File: config.mk
export PLATFORM = sky130hd
export DESIGN_NAME = one_wire_master_slot_timer_core
export DESIGN_NICKNAME = d
export VERILOG_FILES = /design/src/rtl/owm_pkg.sv /design/src/rtl/owm_front.sv /design/src/rtl/owm_back.sv /design/src/rtl/one_wire_master_slot_timer_core.sv
export SDC_FILE = /design/constraint.sdc
export NUM_CORES = 1
export LEC_CHECK = 0
export ABC_CLOCK_PERIOD_IN_PS = 11510
export BUFFER_PORTS_ARGS = -buffer_cell sky130_fd_sc_hd__buf_4
export CAP_MARGIN = 20
export CORE_MARGIN = 2
export CORE_UTILIZATION = 55
export DETAILED_ROUTE_END_ITERATION = 10
export GPL_ROUTABILITY_DRIVEN = 0
export PLACE_DENSITY = 0.77
export SYNTH_ARGS = -nofsm -noshare
export SYNTH_HDL_FRONTEND = slang
export SYNTH_SLANG_ARGS = --single-unit
File: constraint.sdc
create_clock -name clock -period 11.51 [get_ports clock]
set_input_delay 2.302 -clock clock [delete_from_list [all_inputs] [get_ports clock]]
set_output_delay 2.302 -clock clock [all_outputs]
set_load 0.02 [all_outputs]
File: src/rtl/owm_pkg.sv
`timescale 1ns / 1ps

package owm_pkg;

   localparam int CFG_W         = 10;
   localparam int CFG_COUNT     = 8;
   localparam int CFG_IDX_W     = 3;
   localparam int BITS_PER_BYTE = 8;
   localparam int BIT_COUNT_W   = 4;
   localparam int BYTE_W        = 8;

   localparam logic [CFG_IDX_W-1:0] CFG_RESET_LOW      = 3'd0;
   localparam logic [CFG_IDX_W-1:0] CFG_PRESENCE       = 3'd1;
   localparam logic [CFG_IDX_W-1:0] CFG_RESET_TAIL     = 3'd2;
   localparam logic [CFG_IDX_W-1:0] CFG_READ_LOW       = 3'd3;
   localparam logic [CFG_IDX_W-1:0] CFG_READ_SAMPLE    = 3'd4;
   localparam logic [CFG_IDX_W-1:0] CFG_READ_TAIL      = 3'd5;
   localparam logic [CFG_IDX_W-1:0] CFG_SHORT_WRITE    = 3'd6;
   localparam logic [CFG_IDX_W-1:0] CFG_LONG_WRITE     = 3'd7;

   localparam logic [CFG_W-1:0] RESET_LOW_DEFAULT      = 10'd485;
   localparam logic [CFG_W-1:0] PRESENCE_DEFAULT       = 10'd65;
   localparam logic [CFG_W-1:0] RESET_TAIL_DEFAULT     = 10'd500;
   localparam logic [CFG_W-1:0] READ_LOW_DEFAULT       = 10'd2;
   localparam logic [CFG_W-1:0] READ_SAMPLE_DEFAULT    = 10'd13;
   localparam logic [CFG_W-1:0] READ_TAIL_DEFAULT      = 10'd45;
   localparam logic [CFG_W-1:0] SHORT_WRITE_DEFAULT    = 10'd3;
   localparam logic [CFG_W-1:0] LONG_WRITE_DEFAULT     = 10'd65;

   typedef enum logic [1:0] {
      OP_TICK  = 2'd0,
      OP_RESET = 2'd1,
      OP_WRITE = 2'd2,
      OP_READ  = 2'd3
   } op_type;

   typedef struct packed {
      op_type             op;
      logic               is_command;
      logic [BYTE_W-1:0]  data;
      logic               level;
   } item_type;

   typedef struct packed {
      logic     valid;
      item_type item;
   } queue_head_type;

endpackage

File: src/rtl/owm_front.sv
`timescale 1ns / 1ps

module owm_front
   import owm_pkg::*;
(
   input  logic                 clock,
   input  logic                 reset,
   input  logic                 req_valid,
   output logic                 req_stall,
   input  logic [1:0]           req_type,
   input  logic [BYTE_W-1:0]    req_write_data,
   input  logic                 req_bus_level,
   output queue_head_type       head,
   input  logic                 pop
);

   item_type    entry_ff [2];
   logic        wr_ptr_ff, wr_ptr_in;
   logic        rd_ptr_ff, rd_ptr_in;
   logic [1:0]  count_ff, count_in;
   item_type    classified;
   logic        push;

   always_comb begin
      classified.data  = req_write_data;
      classified.level = req_bus_level;
      unique case (req_type)
         OP_RESET: begin
            classified.op         = OP_RESET;
            classified.is_command = 1'b1;
         end
         OP_WRITE: begin
            classified.op         = OP_WRITE;
            classified.is_command = 1'b1;
         end
         OP_READ: begin
            classified.op         = OP_READ;
            classified.is_command = 1'b1;
         end
         default: begin
            classified.op         = OP_TICK;
            classified.is_command = 1'b0;
         end
      endcase
   end

   assign req_stall = (count_ff == 2'd2);
   assign push      = req_valid && !req_stall;

   assign head.valid = (count_ff != 2'd0);
   assign head.item  = entry_ff[rd_ptr_ff];

   always_comb begin
      wr_ptr_in = wr_ptr_ff;
      rd_ptr_in = rd_ptr_ff;
      count_in  = count_ff;
      if (push) begin
         wr_ptr_in = !wr_ptr_ff;
      end
      if (pop) begin
         rd_ptr_in = !rd_ptr_ff;
      end
      if (push && !pop) begin
         count_in = count_ff + 2'd1;
      end else if (pop && !push) begin
         count_in = count_ff - 2'd1;
      end
   end

   always_ff @(posedge clock) begin
      if (reset) begin
         wr_ptr_ff <= 1'b0;
         rd_ptr_ff <= 1'b0;
         count_ff  <= 2'd0;
      end else begin
         wr_ptr_ff <= wr_ptr_in;
         rd_ptr_ff <= rd_ptr_in;
         count_ff  <= count_in;
      end
   end

   always_ff @(posedge clock) begin
      if (push) begin
         entry_ff[wr_ptr_ff] <= classified;
      end
   end

endmodule

File: src/rtl/owm_back.sv
`timescale 1ns / 1ps

module owm_back
   import owm_pkg::*;
#(
   parameter int BIT_GAP_TIME = 5
)
(
   input  logic                  clock,
   input  logic                  reset,
   input  queue_head_type        head,
   output logic                  pop,
   input  logic                  csr_write_enable,
   input  logic [CFG_IDX_W-1:0]  csr_index,
   input  logic [CFG_W-1:0]      csr_write_data,
   output logic                  rsp_valid,
   input  logic                  rsp_stall,
   output logic                  rsp_drive_low,
   output logic                  rsp_busy_res,
   output logic                  rsp_done_res,
   output logic                  rsp_presence_missing,
   output logic [BYTE_W-1:0]     rsp_read_data,
   output logic                  rsp_rejected
);

   typedef enum logic [3:0] {
      PH_IDLE     = 4'd0,
      PH_RST_LOW  = 4'd1,
      PH_RST_WAIT = 4'd2,
      PH_RST_TAIL = 4'd3,
      PH_WR_LOW   = 4'd4,
      PH_WR_HIGH  = 4'd5,
      PH_WR_GAP   = 4'd6,
      PH_RD_LOW   = 4'd7,
      PH_RD_WAIT  = 4'd8,
      PH_RD_TAIL  = 4'd9
   } phase_type;

   localparam logic [CFG_W-1:0] GAP_LEN =
      (BIT_GAP_TIME == 0) ? CFG_W'(1) : CFG_W'(BIT_GAP_TIME);
   localparam bit GAP_ENABLED = (BIT_GAP_TIME != 0);

   logic [CFG_W-1:0]        cfg_ff [CFG_COUNT];

   phase_type               phase_ff, phase_in;
   logic [CFG_W-1:0]        timer_ff, timer_in;
   logic [BIT_COUNT_W-1:0]  bit_count_ff, bit_count_in;
   logic [BYTE_W-1:0]       shift_ff, shift_in;
   logic                    presence_ff, presence_in;
   op_type                  op_ff, op_in;

   logic                    rsp_valid_ff;
   logic                    drive_low_ff, busy_ff, done_ff, rejected_ff;
   logic [BYTE_W-1:0]       read_data_ff;
   logic                    presence_out_ff;

   logic                    done, rejected;
   logic                    cur_bit;
   logic [CFG_W-1:0]        raw_len, phase_len;
   logic [CFG_W:0]          timer_sum;
   logic [BIT_COUNT_W-1:0]  bit_next;
   logic                    last_bit;

   assign pop = head.valid && (!rsp_valid_ff || !rsp_stall);

   assign cur_bit  = shift_ff[bit_count_ff[2:0]];
   assign bit_next = bit_count_ff + BIT_COUNT_W'(1);
   assign last_bit = (bit_next >= BIT_COUNT_W'(BITS_PER_BYTE));

   always_comb begin
      unique case (phase_ff)
         PH_RST_LOW:  raw_len = cfg_ff[CFG_RESET_LOW];
         PH_RST_WAIT: raw_len = cfg_ff[CFG_PRESENCE];
         PH_RST_TAIL: raw_len = cfg_ff[CFG_RESET_TAIL];
         PH_WR_LOW:   raw_len = cur_bit ? cfg_ff[CFG_SHORT_WRITE] : cfg_ff[CFG_LONG_WRITE];
         PH_WR_HIGH:  raw_len = cur_bit ? cfg_ff[CFG_LONG_WRITE] : cfg_ff[CFG_SHORT_WRITE];
         PH_WR_GAP:   raw_len = GAP_LEN;
         PH_RD_LOW:   raw_len = cfg_ff[CFG_READ_LOW];
         PH_RD_WAIT:  raw_len = cfg_ff[CFG_READ_SAMPLE];
         PH_RD_TAIL:  raw_len = cfg_ff[CFG_READ_TAIL];
         default:     raw_len = CFG_W'(1);
      endcase
      phase_len = (raw_len == '0) ? CFG_W'(1) : raw_len;
   end

   assign timer_sum = {1'b0, timer_ff} + (CFG_W+1)'(1);

   always_comb begin
      phase_in     = phase_ff;
      timer_in     = timer_ff;
      bit_count_in = bit_count_ff;
      shift_in     = shift_ff;
      presence_in  = presence_ff;
      op_in        = op_ff;
      done         = 1'b0;
      rejected     = 1'b0;
      if (!head.item.is_command) begin
         if (phase_ff != PH_IDLE) begin
            if (timer_sum >= {1'b0, phase_len}) begin
               timer_in = '0;
               unique case (phase_ff)
                  PH_RST_LOW:  phase_in = PH_RST_WAIT;
                  PH_RST_WAIT: begin
                     presence_in = head.item.level;
                     phase_in    = PH_RST_TAIL;
                  end
                  PH_RST_TAIL: begin
                     phase_in = PH_IDLE;
                     done     = 1'b1;
                  end
                  PH_WR_LOW:   phase_in = PH_WR_HIGH;
                  PH_WR_HIGH, PH_WR_GAP: begin
                     if (GAP_ENABLED && phase_ff == PH_WR_HIGH) begin
                        phase_in = PH_WR_GAP;
                     end else begin
                        bit_count_in = bit_next;
                        phase_in     = last_bit ? PH_IDLE : PH_WR_LOW;
                        done         = last_bit;
                     end
                  end
                  PH_RD_LOW:   phase_in = PH_RD_WAIT;
                  PH_RD_WAIT: begin
                     shift_in[bit_count_ff[2:0]] = shift_ff[bit_count_ff[2:0]] | head.item.level;
                     phase_in = PH_RD_TAIL;
                  end
                  PH_RD_TAIL: begin
                     bit_count_in = bit_next;
                     phase_in     = last_bit ? PH_IDLE : PH_RD_LOW;
                     done         = last_bit;
                  end
                  default:     phase_in = PH_IDLE;
               endcase
            end else begin
               timer_in = timer_sum[CFG_W-1:0];
            end
         end
      end else if (phase_ff != PH_IDLE) begin
         rejected = 1'b1;
      end else begin
         op_in        = head.item.op;
         timer_in     = '0;
         bit_count_in = '0;
         unique case (head.item.op)
            OP_RESET: phase_in = PH_RST_LOW;
            OP_WRITE: begin
               shift_in = head.item.data;
               phase_in = PH_WR_LOW;
            end
            OP_READ: begin
               shift_in = '0;
               phase_in = PH_RD_LOW;
            end
            default:  phase_in = PH_IDLE;
         endcase
      end
   end

   always_ff @(posedge clock) begin
      if (reset) begin
         phase_ff     <= PH_IDLE;
         timer_ff     <= '0;
         bit_count_ff <= '0;
         shift_ff     <= '0;
         presence_ff  <= 1'b1;
         op_ff        <= OP_TICK;
         rsp_valid_ff <= 1'b0;
      end else begin
         if (pop) begin
            phase_ff        <= phase_in;
            timer_ff        <= timer_in;
            bit_count_ff    <= bit_count_in;
            shift_ff        <= shift_in;
            presence_ff     <= presence_in;
            op_ff           <= op_in;
            rsp_valid_ff    <= 1'b1;
         end else if (!rsp_stall) begin
            rsp_valid_ff    <= 1'b0;
         end
      end
   end

   always_ff @(posedge clock) begin
      if (pop) begin
         drive_low_ff    <= (phase_in == PH_RST_LOW) || (phase_in == PH_WR_LOW)
                            || (phase_in == PH_RD_LOW);
         busy_ff         <= (phase_in != PH_IDLE);
         done_ff         <= done;
         presence_out_ff <= presence_in;
         read_data_ff    <= (op_in == OP_READ) ? shift_in : '0;
         rejected_ff     <= rejected;
      end
   end

   always_ff @(posedge clock) begin
      if (reset) begin
         cfg_ff[CFG_RESET_LOW]   <= RESET_LOW_DEFAULT;
         cfg_ff[CFG_PRESENCE]    <= PRESENCE_DEFAULT;
         cfg_ff[CFG_RESET_TAIL]  <= RESET_TAIL_DEFAULT;
         cfg_ff[CFG_READ_LOW]    <= READ_LOW_DEFAULT;
         cfg_ff[CFG_READ_SAMPLE] <= READ_SAMPLE_DEFAULT;
         cfg_ff[CFG_READ_TAIL]   <= READ_TAIL_DEFAULT;
         cfg_ff[CFG_SHORT_WRITE] <= SHORT_WRITE_DEFAULT;
         cfg_ff[CFG_LONG_WRITE]  <= LONG_WRITE_DEFAULT;
      end else if (csr_write_enable) begin
         cfg_ff[csr_index] <= csr_write_data;
      end
   end

   assign rsp_valid            = rsp_valid_ff;
   assign rsp_drive_low        = drive_low_ff;
   assign rsp_busy_res         = busy_ff;
   assign rsp_done_res         = done_ff;
   assign rsp_presence_missing = presence_out_ff;
   assign rsp_read_data        = read_data_ff;
   assign rsp_rejected         = rejected_ff;

endmodule

File: src/rtl/one_wire_master_slot_timer_core.sv
`timescale 1ns / 1ps
// One-wire bus master slot timer.
// Request channel (req_valid / req_stall): each transfer is a tick of one
// microsecond (carrying the sampled bus level) or a reset, write-byte or
// read-byte command (write byte carries req_write_data).
// Response channel (rsp_valid / rsp_stall): exactly one transfer per request,
// in order, giving drive_low, busy, done, presence, read data and rejected.
// A response leaves the back-end response register after its request has
// passed the front-end queue. Throughput: one request per cycle while
// rsp_stall is low; the back end updates timer and phase on each pop.
// The front end holds a two-entry request queue that feeds the back end;
// when rsp_stall holds the response register, the queue fills and req_stall
// rises once both entries are taken.
// Configuration (csr_write_enable / csr_index / csr_write_data) loads the
// eight timing registers; write only while no request is outstanding.
// Reset (synchronous, active high) empties the queue, drops rsp_valid,
// returns the sequencer to idle and loads the default timings.
module one_wire_master_slot_timer_core
   import owm_pkg::*;
#(
   parameter int BIT_GAP_TIME = 5
)
(
   input  logic                  clock,
   input  logic                  reset,
   input  logic                  req_valid,
   output logic                  req_stall,
   input  logic [1:0]            req_type,
   input  logic [BYTE_W-1:0]     req_write_data,
   input  logic                  req_bus_level,
   output logic                  rsp_valid,
   input  logic                  rsp_stall,
   output logic                  rsp_drive_low,
   output logic                  rsp_busy_res,
   output logic                  rsp_done_res,
   output logic                  rsp_presence_missing,
   output logic [BYTE_W-1:0]     rsp_read_data,
   output logic                  rsp_rejected,
   input  logic                  csr_write_enable,
   input  logic [CFG_IDX_W-1:0]  csr_index,
   input  logic [CFG_W-1:0]      csr_write_data
);

   queue_head_type head;
   logic           pop;

   owm_front u_front (
      .clock          (clock),
      .reset          (reset),
      .req_valid      (req_valid),
      .req_stall      (req_stall),
      .req_type       (req_type),
      .req_write_data (req_write_data),
      .req_bus_level  (req_bus_level),
      .head           (head),
      .pop            (pop)
   );

   owm_back #(
      .BIT_GAP_TIME (BIT_GAP_TIME)
   ) u_back (
      .clock                (clock),
      .reset                (reset),
      .head                 (head),
      .pop                  (pop),
      .csr_write_enable     (csr_write_enable),
      .csr_index            (csr_index),
      .csr_write_data       (csr_write_data),
      .rsp_valid            (rsp_valid),
      .rsp_stall            (rsp_stall),
      .rsp_drive_low        (rsp_drive_low),
      .rsp_busy_res         (rsp_busy_res),
      .rsp_done_res         (rsp_done_res),
      .rsp_presence_missing (rsp_presence_missing),
      .rsp_read_data        (rsp_read_data),
      .rsp_rejected         (rsp_rejected)
   );

endmodule

==> summary.txt, run 1 <==
Setup path
  • Signal arrival time at the worst endpoint: between 5 and 6 ns
  • Cell breakdown of the critical path: mux2_2 -> a22oi_1 -> o22a_1 -> o21ai_1 -> xnor2_2 -> mux2_2 -> a211oi_1 -> o31ai_1 -> ha_1 -> nand2b_4 -> a211o_1 -> a211oi_2 -> o21a_2 -> a21oi_2 -> o22a_1 -> or4b_1
  • Critical path's top delay family: compound AO/OA/AOI/OAI gates
  • Buf/Inv on CP: 0
  • Critical path peak fanout: 13
  • Critical path type: flip-flop to flip-flop
  • Max stage delay cell, worst path: dfxtp_1
  • Capturing element type of the critical path: flip-flop
  • Kind of launch point of the worst setup path: flip-flop
  • Critical path required time: between 10 and 15 ns
  • Crit-path max cell delay: about 0.57 ns

Power
  • Total power density per cell area: 246.3 nW/µm²
  • Leakage power summed over all cells: about 0.0031 µW
  • Max VDD drop: ~0.00013 V
  • Internal power: ~1400 µW
  • Part of the total power dissipated in combinational logic: about two fifths
  • Fraction of power consumed by the clock network: a little over a quarter
  • Share of total power consumed by net switching: 37.72%
  • Power share of the sequential group: 34.2%
  • Net Sw Power: about 820 µW

Synth
  • Number of standard cells after synthesis: ~700
  • Synth Warn #: 0
  • Total standard cell area after synthesis: slightly below 8000 µm²
  • Async S/R FF share, synth: 0%
  • Share of the yosys chip area belonging to registers: between 50% and 60%
  • Net count of the mapped netlist: 737
  • Number of distinct library cell variants in the gate-level netlist after synthesis: 73
  • Predominant post-synthesis flop cell: edfxtp_1
  • Avg Synthesized Cell Area: 11.17 µm²
  • Synthesized flop and latch total: between 150 and 200
  • Post-synth EDFFs: between 100 and 150

STA
  • Final cycle utilization of the critical path: roughly 44%
  • Worst-Margin Slew: about 1 ns
  • Accumulated negative setup slack: 0 ns
  • Max-slew violation total from the final report: 0
  • Post-layout min period: approximately 5.1 ns
  • Max Freq: 195.8 MHz
  • RSZ-0062 raised after global routing: false
  • Count of final setup violators: 0
  • Crit path setup slack, layout: between 6 and 7 ns
  • Largest clock skew in the final design: ~0.012 ns
  • Max-slew headroom: about 32%
  • Final Hold Violating Endpoints: 0
  • Final Hold Slack: 0.5240 ns

Layout
  • Layout cells sized above 1: between 10% and 20%
  • Final core utilization: between 60% and 70%
  • P&R area growth vs syn: 14.08%
  • Commonest cells after routing, fill and taps aside: 117 x edfxtp_1, 73 x nor2_1, 57 x and2_1
  • Commonest non-fill, non-tap cell in the layout: edfxtp_1
  • Antenna cell count: 0
  • Total number of nets in the final design: between 700 and 800

Placed design
  • # port buffers: 43
  • Hpwl dp: ~13,000 µm
  • Worst slack after detailed placement: around 6.4 ns

Clocking
  • Clock edge transition at the registers on the reported setup and hold paths: ~0.060 ns
  • CTS root buffer: clkbuf_16
  • Worst skew pair latency: ~0.43 ns
  • Setup Buffers After CTS: 0
  • Sinks on Clock Net: ~150
  • Clock Path Buffers: 2
  • Resized Gates After CTS: 0
  • H-tree Lvls: 4
  • Post-cts hold buffer count: 0
  • TritonCTS clock tree: done
  • Total clock buffers created by CTS: 17

Floorplan
  • Die area: 15,040 µm²
  • Placement Rows: 43
  • Core outline area: between 10,000 and 15,000 µm²
  • Die width: 122.6 µm
  • Count of boundary I/O pins: between 40 and 50
  • Initial core utilization: between 50% and 60%
  • Die Y-Extent: 122.6 µm

Run status
  • Result of the run: completed

Global routing
  • GRT overflow: 0
  • Antenna violations before repair: 0
  • Grt met2 use: roughly 45%
  • First-pass GRT wire length: about 30,000 µm
  • Number of global-route vias before repair: 5,770
  • Fraction of met3 tracks used by global routing: under 10%
  • Total routing resource utilization after global routing: between 20% and 30%
  • Largest net degree at the start of global routing: between 40 and 50
  • Peak-usage layer in the global routing report: met2
  • Met1 demand-to-capacity share in global routing: 35.19%

Detailed routing
  • Total Wirelength: roughly 19,000 µm
  • 1st-pass router iterations: 7
  • Ratio of routed vias to standard cells: 6.299
  • Average wire per standard cell: 20.46 µm
  • Overall via count from detail_route: 5,827
  • Residual DRC count: 0
  • Iteration-0 DRC Markers: between 700 and 800
  • Antenna-violating nets left: 0

Flow run
  • Reported max-cap violation count: 0

Min path
  • Type of the most critical hold path: flip-flop to flip-flop
==> worst register-to-register path, cell delays in order, from the launching register on <==
cell	delay (ns)
dfxtp_1	0.57
mux2_2	0.38
a22oi_1	0.19
o22a_1	0.15
o21ai_1	0.11
xnor2_2	0.57
mux2_2	0.41
a211oi_1	0.23
o31ai_1	0.11
ha_1	0.28
nand2b_4	0.13
a211o_1	0.29
a211oi_2	0.30
o21a_2	0.30
a21oi_2	0.08
o22a_1	0.25
or4b_1	0.51
==> cell usage after synthesis (8+ instances only) <==
| master | instances | share of area (%) |
|---|---|---|
| edfxtp_1 | 117 | 45 |
| nor2_1 | 73 | 3.5 |
| buf_2 | 10 | 0.65 |
| clkbuf_1 | 17 | 0.82 |
| mux2i_1 | 28 | 3.6 |
| nor3_1 | 18 | 1.2 |
| mux2_2 | 22 | 3.2 |
| o21ai_0 | 12 | 0.78 |
| a211oi_1 | 14 | 1.4 |
| a21oi_1 | 35 | 2.3 |
| xor2_1 | 9 | 1.0 |
| nand2b_1 | 20 | 1.6 |
| nand2_1 | 39 | 1.9 |
| and2_1 | 57 | 4.6 |
| inv_1 | 8 | 0.39 |
| dfxtp_1 | 35 | 9.0 |
| a22oi_1 | 20 | 1.9 |
| or3_1 | 17 | 1.4 |
| nand3_1 | 10 | 0.65 |
| or2_2 | 11 | 0.89 |
| ha_1 | 15 | 2.4 |
==> metrics by stage <==
stage | power, µW | instances | area (µm²)
finish | 2175 | 925 | 8832
global route | 2295 | 925 | 8832
CTS | 2163 | 924 | 8825
detailed placement | 1585 | 892 | 8215
global placement | 1552 | 892 | 8215
floorplan | 1354 | 693 | 7742
==> cell families after synthesis <==
group / count (synthesis) / synth area share, %
and+or+nand+nor: 285 / 19.78
DFF: 152 / 54.43
AOI/OAI and AO/OA: 133 / 12.22
muxes: 51 / 6.997
buffers and inverters: 41 / 2.246
xor gates and xnor gates: 16 / 1.907
adders and majority gates: 15 / 2.424
==> worst paths after layout <==
kind / endpoint / slack [ns] / from / depth (start not counted)
hold reg to reg: u_back.rsp_valid / 0.52 / u_back.rsp_valid / 2
setup / recovery: u_back.rsp_busy_res / 6.40 / u_back.bit_count_ff[2] / 16
hold / removal: u_back.rsp_valid / 0.52 / u_back.rsp_valid / 2
setup reg to reg: u_back.rsp_busy_res / 6.40 / u_back.bit_count_ff[2] / 16
==> sequential cells by signal (all words and copies together) (netlist names), 2 cells and up, named ones only <==
register,flops
u_front.entry_ff,24
u_back.timer_ff,10
u_back.op_ff,2
u_back.phase_ff,4
u_back.shift_ff,8
u_back.bit_count_ff,4
u_front.count_ff,2
u_back.rsp_read_data,8
u_back.cfg_ff,80
==> routing by layer <==
metal  part of all wire (%)  up-vias
li1                       -     2659
met1                     41     2830
met2                     49      293
met3                    6.6       45
met4                    2.4        0
met5                      0        -
==> final cells by class <==
type / count / area, µm²
sequential: 152 / 4214
clock buffer: 17 / 425.4
timing repair buffer: 51 / 382.9
clock inverter: 15 / 183.9
fill: 1028 / 4995
tap: 180 / 225.2
multi-input combinational: 500 / 3363
inverter: 10 / 37.54
==> power by group through the flow <==
stage | clock (µW) | sequential [µW] | combinational, µW
finish | 572 | 744 | 859
global route | 601 | 752 | 942
CTS | 579 | 743 | 841
detailed placement | 0 | 753 | 833
global placement | 0 | 749 | 802
floorplan | 0 | 746 | 609
(Power assumes the default switching activity.)
==> run 2, diff against run 1 <==
--- a/config.mk
+++ b/config.mk
@@ -5,14 +5,15 @@
 export SDC_FILE = /design/constraint.sdc
 export NUM_CORES = 1
 export LEC_CHECK = 0
-export ABC_CLOCK_PERIOD_IN_PS = 11510
+export ABC_AREA = 1
+export ABC_CLOCK_PERIOD_IN_PS = 4110
 export BUFFER_PORTS_ARGS = -buffer_cell sky130_fd_sc_hd__buf_4
 export CAP_MARGIN = 20
 export CORE_MARGIN = 2
 export CORE_UTILIZATION = 55
 export DETAILED_ROUTE_END_ITERATION = 10
 export GPL_ROUTABILITY_DRIVEN = 0
-export PLACE_DENSITY = 0.77
+export PLACE_DENSITY = 0.8
 export SYNTH_ARGS = -nofsm -noshare
 export SYNTH_HDL_FRONTEND = slang
 export SYNTH_SLANG_ARGS = --single-unit
==> constraint.sdc (replaced) <==
create_clock -name clock -period 4.11 [get_ports clock]
set_input_delay 0.822 -clock clock [delete_from_list [all_inputs] [get_ports clock]]
set_output_delay 0.822 -clock clock [all_outputs]
set_load 0.02 [all_outputs]
==> summary.txt, run 2 <==
STA
  • Post-layout min period: 3.698 ns (-1.408 ns)
  • Worst-Margin Slew: 0.7346 ns (-0.2728 ns)
  • Largest clock skew in the final design: 0.01380 ns (+0.001966 ns)
  • Count of final setup violators: 0 (unchanged)
  • Max-slew violation total from the final report: 0 (unchanged)
  • Accumulated negative setup slack: 0 ns (unchanged)
  • Max-slew headroom: 50.91% (+19 points)
  • Final Hold Violating Endpoints: 0 (unchanged)
  • Max Freq: 270.4 MHz (+38%)
  • RSZ-0062 raised after global routing: false
  • Final cycle utilization of the critical path: 89.97% (+46 points)

Clocking
  • Clock edge transition at the registers on the reported setup and hold paths: 0.07 ns (about the same)
  • H-tree Lvls: 4 (unchanged)
  • Post-cts hold buffer count: 0 (unchanged)
  • Clock Path Buffers: 2 (unchanged)
  • Worst skew pair latency: 0.44 ns (about the same)
  • Total clock buffers created by CTS: 17 (unchanged)
  • TritonCTS clock tree: done
  • Sinks on Clock Net: 152 (unchanged)
  • CTS root buffer: clkbuf_16

Global routing
  • Number of global-route vias before repair: 5,800 (+0.52%)
  • Total routing resource utilization after global routing: 26.43% (-0.65 points)
  • Antenna violations before repair: 0 (unchanged)
  • Largest net degree at the start of global routing: 31 (-33%)
  • GRT overflow: 0 (unchanged)
  • First-pass GRT wire length: 29,810 µm (-3.2%)

Power
  • Max VDD drop: 0.0005209 V (+300%)
  • Part of the total power dissipated in combinational logic: 41.2% (+1.7 points)
  • Leakage power summed over all cells: 0.003788 µW (+22%)
  • Fraction of power consumed by the clock network: 25.7% (-0.6 points)
  • Power share of the sequential group: 33.1% (-1.1 points)
  • Net Sw Power: 2627 µW (+220%)
  • Total power density per cell area: 715.8 nW/µm² (+190%)
  • Internal power: 3763 µW (+180%)
  • Share of total power consumed by net switching: 41.11% (+3.4 points)
  • PnR Total Power: 6390 µW (+190%)

Synth
  • Synthesized flop and latch total: 152 (unchanged)
  • Synth Warn #: 0 (unchanged)
  • Cell with the most instances after synthesis: nand2_1
  • Net count of the mapped netlist: 936 (+27%)
  • Cell types with the highest counts after synthesis: 213 x nand2_1, 128 x nor2_1, 117 x edfxtp_1
  • Most area-hungry cell type in the Yosys netlist: edfxtp_1
  • Avg Synthesized Cell Area: 8.652 µm² (-23%)
  • Leading cell types by total area after synthesis: edfxtp_1 46%, nand2_1 10%, dfxtp_1 9.1%
  • Async S/R FF share, synth: 0% (unchanged)
  • Share of the yosys chip area belonging to registers: 54.60% (+0.18 points)
  • Number of standard cells after synthesis: 892 (+29%)
  • Total standard cell area after synthesis: 7717 µm² (-0.32%)
  • Number of distinct library cell variants in the gate-level netlist after synthesis: 39 (-47%)
  • Fraction of synthesized cell area taken by the top area cell type: 45.53% (+0.15 points)
  • Post-synth EDFFs: 117 (unchanged)
  • Predominant post-synthesis flop cell: edfxtp_1

Setup path
  • Critical path peak fanout: 12 (-1)
  • Cell with the most instances on the worst path: nand2_1
  • Signal arrival time at the worst endpoint: 3.87 ns (-1.40 ns)
  • Critical path required time: 4.28 ns (-7.39 ns)
  • Capturing element type of the critical path: flip-flop
  • Kind of launch point of the worst setup path: flip-flop
  • Critical path type: flip-flop to flip-flop
  • Crit-path max cell delay: 0.36 ns (-0.21 ns)
  • Max stage delay cell, worst path: dfxtp_1

Run status
  • Result of the run: completed

Layout
  • Largest registers: u_back.cfg_ff (80), u_front.entry_ff (24), u_back.timer_ff (10)
  • Commonest non-fill, non-tap cell in the layout: nand2_1
  • P&R area growth vs syn: 15.66%
  • Antenna cell count: 0 (unchanged)
  • Layout cells sized above 1: 13.67% (-4.6 points)
  • Commonest cells after routing, fill and taps aside: 211 x nand2_1, 124 x nor2_1, 117 x edfxtp_1
  • Total number of nets in the final design: 989 (+27%)
  • Top reg by flops: u_back.cfg_ff
  • Number of flip-flops in the largest register: 80 (unchanged)
  • FILL cells: 1,138 (+11%)

Placed design
  • Hpwl dp: 12,660 µm (-2.8%)
  • # port buffers: 43 (unchanged)

Flow run
  • Reported max-cap violation count: 0 (unchanged)

Detailed routing
  • Ratio of routed vias to standard cells: 5.511 (-13%)
  • Overall via count from detail_route: 6,271 (+7.6%)
  • Antenna-violating nets left: 0 (unchanged)
  • Iteration-0 DRC Markers: 560 (-25%)
  • Total Wirelength: 18,690 µm (-1.2%)
  • Residual DRC count: 0 (unchanged)
  • Average wire per standard cell: 16.43 µm (-20%)
  • 1st-pass router iterations: 5 (-2)

Floorplan
  • Die area: 15,000 µm² (-0.31%)
  • Placement Rows: 43 (unchanged)
  • Initial core utilization: 56.03% (about the same)
  • Die Y-Extent: 122.5 µm (-0.15%)
  • Count of boundary I/O pins: 44 (unchanged)
  • Core outline area: 13,770 µm² (-0.39%)
  • Die width: 122.5 µm (-0.15%)

Min path
  • Type of the most critical hold path: flip-flop to flip-flop
[run 2: cell types whose count changed in the layout (fill, tap and decap cells not counted), sizes merged, moves of 12 or more]
cell,delta
nand2,+175
inv,+102
nor2,+62
and2,-57
nand3,+48
o21ai,+34
mux2,-22
mux2i,-22
nand2b,-21
a22oi,-20
or3,-18
a21oi,+13
nand4,+12
[run 2: metal layers]
layer / routed length, µm / global-route usage, %
met1: 7677 / 33.74
met2: 9247 / 44.97
met3: 1213 / 5.297
met4: 554 / 9.124
met5: 0 / 0
[run 2: power by group through the flow]
stage	combinational (µW)	clock, µW	sequential (µW)
3_3_place_gp	2410	0	2130
3_5_place_dp	2470	0	2140
6_report	2630	1640	2120
5_1_grt	2960	1710	2140
4_1_cts	2500	1650	2110
2_1_floorplan	1820	0	2150
[run 2: layout make-up]
class	count	area, µm²	share of cell area [%]
Clock inverter	12	128.9	1.444
Inverter	115	435.4	4.878
Sequential cell	152	4219	47.27
Tap cell	180	225.2	2.523
Multi-Input combinational cell	599	2965	33.22
Timing Repair Buffer	60	451.7	5.060
Clock buffer	20	500.5	5.607
[run 2: repair_timing]
item,in CTS,in global routing
resized for setup,0,16
buffers inserted,0,7
setup endpoints to repair,0,37
[run 2: worst max-delay path: cells and delay by family, from the launching register on]
family	cells	cell delay (ns)
AO/OA/AOI/OAI	4	0.50
adder cells (fa/ha/maj)	1	0.22
buffers and inverters	5	0.77
flip-flops	1	0.36
AND/OR/NAND/NOR	20	1.56
[run 2: final timing paths]
| check | startpoint | end | slack, ns | cells past startpoint |
|---|---|---|---|---|
| worst min-delay path | u_front.rd_ptr_ff | u_front.rd_ptr_ff | 0.46 | 1 |
| worst max-delay path | u_back.phase_ff[3] | u_back.rsp_read_data[0] | 0.41 | 30 |
| worst max register to register | u_back.phase_ff[3] | u_back.rsp_read_data[0] | 0.41 | 30 |
| worst min register to register | u_front.rd_ptr_ff | u_front.rd_ptr_ff | 0.46 | 1 |
[run 2: cell families after synthesis]
logic type	Yosys count	synth area share (%)
buffers and inverters	141	7.409
XOR/XNOR	11	1.248
AO/OA/AOI/OAI	123	9.063
AND/OR/NAND/NOR	443	24.34
multiplexers	7	0.9079
adder cells (fa/ha/maj)	15	2.432
flip-flops	152	54.60
[run 2: through the flow]
stage	setup slack, ns	hold slack (ns)	util (%)	area (µm²)	cells
after floorplan	0.8330	0.4255	-	7717	892
after global placement	0.1238	0.4388	59.43	8185	1097
after detailed placement	0.03852	0.4421	59.43	8185	1097
after CTS	0.01306	0.4534	64.00	8815	1129
after global routing	0.02717	0.4697	64.81	8926	1138
final	0.4122	0.4568	64.81	8926	1138
==> run 3, diff against run 2 <==
--- a/config.mk
+++ b/config.mk
@@ -5,12 +5,12 @@
 export SDC_FILE = /design/constraint.sdc
 export NUM_CORES = 1
 export LEC_CHECK = 0
-export ABC_AREA = 1
 export ABC_CLOCK_PERIOD_IN_PS = 4110
 export BUFFER_PORTS_ARGS = -buffer_cell sky130_fd_sc_hd__buf_4
 export CAP_MARGIN = 20
 export CORE_MARGIN = 2
 export CORE_UTILIZATION = 55
+export CTS_BUF_LIST = sky130_fd_sc_hd__clkbuf_4 sky130_fd_sc_hd__clkbuf_8
 export DETAILED_ROUTE_END_ITERATION = 10
 export GPL_ROUTABILITY_DRIVEN = 0
 export PLACE_DENSITY = 0.8
==> summary.txt, run 3 (synthesis results as in run 1) <==
Run status
  • Result of the run: finished with violations
  • Failing checks: setup timing

Setup path
  • Capturing element type of the critical path: flip-flop
  • Max stage delay cell, worst path: or4b_1
  • Buf/Inv on CP: 2 (-3)
  • Critical path type: flip-flop to flip-flop
  • Cell breakdown of the critical path: buf_6 -> mux2_2 -> a21oi_2 -> o21ai_4 -> xnor2_4 -> buf_6 -> mux2i_2 -> o21ai_2 -> o31ai_2 -> ha_1 -> nand2b_4 -> a211o_1 -> a211oi_2 -> o21ai_2 -> a311oi_2 -> nor2_1 -> or4b_1
  • Critical path's top delay family: compound AO/OA/AOI/OAI gates
  • Signal arrival time at the worst endpoint: 4.39 ns (+0.52 ns)
  • Crit-path max cell delay: 0.50 ns (+0.14 ns)
  • Critical path peak fanout: 4 (-8)
  • Critical path required time: 4.33 ns (+0.05 ns)
  • Flop2flop setup slack: -0.06 ns (-0.48 ns)
  • Kind of launch point of the worst setup path: flip-flop

STA
  • Final cycle utilization of the critical path: 101.5% (+12 points)
  • Crit path setup slack, layout: -0.06291 ns (-0.4751 ns)
  • Max-slew violation total from the final report: 0 (unchanged)
  • Worst-Margin Slew: 0.7593 ns (+0.02472 ns)
  • Count of final setup violators: 3 (+3)
  • Largest clock skew in the final design: 0.01669 ns (+0.002892 ns)
  • Final Hold Violating Endpoints: 0 (unchanged)
  • Max Freq: 239.6 MHz (-11%)
  • RSZ-0062 raised after global routing: true
  • Post-layout min period: 4.173 ns (+0.4751 ns)
  • Max-slew headroom: 49.19% (-1.7 points)

Detailed routing
  • Overall via count from detail_route: 6,086 (-3.0%)
  • Average wire per standard cell: 19.84 µm (+21%)
  • Iteration-0 DRC Markers: 690 (+23%)
  • Antenna-violating nets left: 0 (unchanged)
  • Total Wirelength: 19,760 µm (+5.7%)
  • 1st-pass router iterations: 5 (unchanged)
  • Residual DRC count: 0 (unchanged)
  • Ratio of routed vias to standard cells: 6.110 (+11%)

Layout
  • Commonest cells after routing, fill and taps aside: 117 x edfxtp_1, 112 x buf_4, 69 x nor2_1
  • Antenna cell count: 0 (unchanged)
  • Total number of nets in the final design: 847 (-14%)
  • Number of flip-flops in the largest register: 80 (unchanged)
  • Top reg by flops: u_back.cfg_ff
  • Layout cells sized above 1: 30.39% (+17 points)
  • P&R area growth vs syn: 21.85%
  • Final core utilization: 68.23% (+3.4 points)
  • Largest registers: u_back.cfg_ff (80), u_front.entry_ff (24), u_back.timer_ff (10)
  • Commonest non-fill, non-tap cell in the layout: edfxtp_1

Global routing
  • Number of global-route vias before repair: 6,057 (+4.4%)
  • GRT overflow: 0 (unchanged)
  • Antenna violations before repair: 0 (unchanged)
  • Largest net degree at the start of global routing: 43 (+39%)
  • Total routing resource utilization after global routing: 26.73% (+0.30 points)
  • First-pass GRT wire length: 30,370 µm (+1.9%)

Clocking
  • Total clock buffers created by CTS: 17 (unchanged)
  • Sinks on Clock Net: 152 (unchanged)
  • Post-cts hold buffer count: 0 (unchanged)
  • H-tree Lvls: 4 (unchanged)
  • Worst skew pair latency: 0.47 ns (+0.03 ns)
  • Clock Path Buffers: 2 (unchanged)
  • CTS root buffer: clkbuf_8
  • TritonCTS clock tree: done
  • Clock edge transition at the registers on the reported setup and hold paths: 0.09 ns (+0.02 ns)

Placed design
  • Hpwl dp: 13,900 µm (+9.8%)
  • Worst slack after detailed placement: -0.2891 ns (-0.3276 ns)
  • # port buffers: 43 (unchanged)

Floorplan
  • Die Y-Extent: 122.6 µm (+0.16%)
  • Count of boundary I/O pins: 44 (unchanged)
  • Initial core utilization: 55.99% (about the same)
  • Placement Rows: 43 (unchanged)
  • Die width: 122.6 µm (+0.16%)
  • Core outline area: 13,830 µm² (+0.39%)
  • Die area: 15,040 µm² (+0.31%)

Power
  • Leakage power summed over all cells: 0.003466 µW (-8.5%)
  • Total power density per cell area: 692.2 nW/µm² (-3.3%)
  • Max VDD drop: 0.0003674 V (-29%)

Flow run
  • Reported max-cap violation count: 0 (unchanged)

Min path
  • Type of the most critical hold path: flip-flop to flip-flop
[run 3: cell count changes in the layout (fill, tap and decap cells not counted), moves of 19 or more]
cell | previous run | this run
buf_4 | 58 | 112
clkbuf_16 | 20 | 0
a22oi_1 | 0 | 19
nand2b_1 | 0 | 19
nand3_1 | 56 | 9
a21oi_1 | 49 | 25
nor2_1 | 124 | 69
and2_1 | 0 | 57
mux2i_1 | 7 | 26
inv_1 | 100 | 8
nand2_1 | 211 | 39
o21ai_0 | 35 | 6
[run 3: through the flow]
step / instance area, µm² / total power (µW) / instances / hold WS [ns] / TNS (ns)
after global routing: 9434 / 6845 / 996 / 0.5226 / -1.534
after global placement: 8705 / 4781 / 957 / 0.4604 / -0.3154
after floorplan: 7744 / 3794 / 693 / 0.4811 / 0
final: 9434 / 6530 / 996 / 0.4916 / -0.1366
after CTS: 9166 / 6118 / 991 / 0.4967 / -0.2091
after detailed placement: 8705 / 4897 / 957 / 0.4845 / -2.862
[run 3: report_power, final]
group / total (µW) / switching (µW) / internal, µW
combinational: 3390 / 1890 / 1500
clock: 1080 / 574 / 505
sequential: 2060 / 152 / 1910
[run 3: timing repair]
item                                    in CTS  in global routing
gates resized for setup                     23                 53
pin swaps                                   19                 25
endpoints found under the setup margin      22                 37
buffers inserted                             3                  2
gates cloned                                 0                  2
[run 3: metal layers]
metal / routed length (µm) / vias up / track usage, % / part of all wire (%)
li1: - / 2800 / - / -
met2: 10080 / 283 / 46.42 / 51
met3: 1189 / 58 / 5.623 / 6.0
met4: 692 / 0 / 11.71 / 3.5
met1: 7796 / 2945 / 32.01 / 39
met5: 0 / - / 0 / 0
[run 3: final timing paths]
kind	from	to	depth (start not counted)
max	u_back.bit_count_ff[2]	u_back.rsp_busy_res	17
min	u_back.rsp_valid	u_back.rsp_valid	2
max reg2reg	u_back.bit_count_ff[2]	u_back.rsp_busy_res	17
min reg2reg	u_back.rsp_valid	u_back.rsp_valid	2
[run 3: layout make-up]
cell class,count,area (µm²)
timing repair buffer,122,947.2
clock inverter,11,100.1
multi-input combinational,500,3637
sequential,152,4223
clock buffer,21,264.0
tap,180,225.2
inverter,10,37.54
fill,971,4393
[run 3: worst register-to-register path: cells and delay by family (launching register included)]
family	cells	cell delay, ns
AO/OA/AOI/OAI	8	1.54
AND/OR/NAND/NOR	3	0.69
multiplexers	2	0.54
flip-flops	1	0.38
adder cells (fa/ha/maj)	1	0.26
buffers and inverters	2	0.25
XOR/XNOR	1	0.25
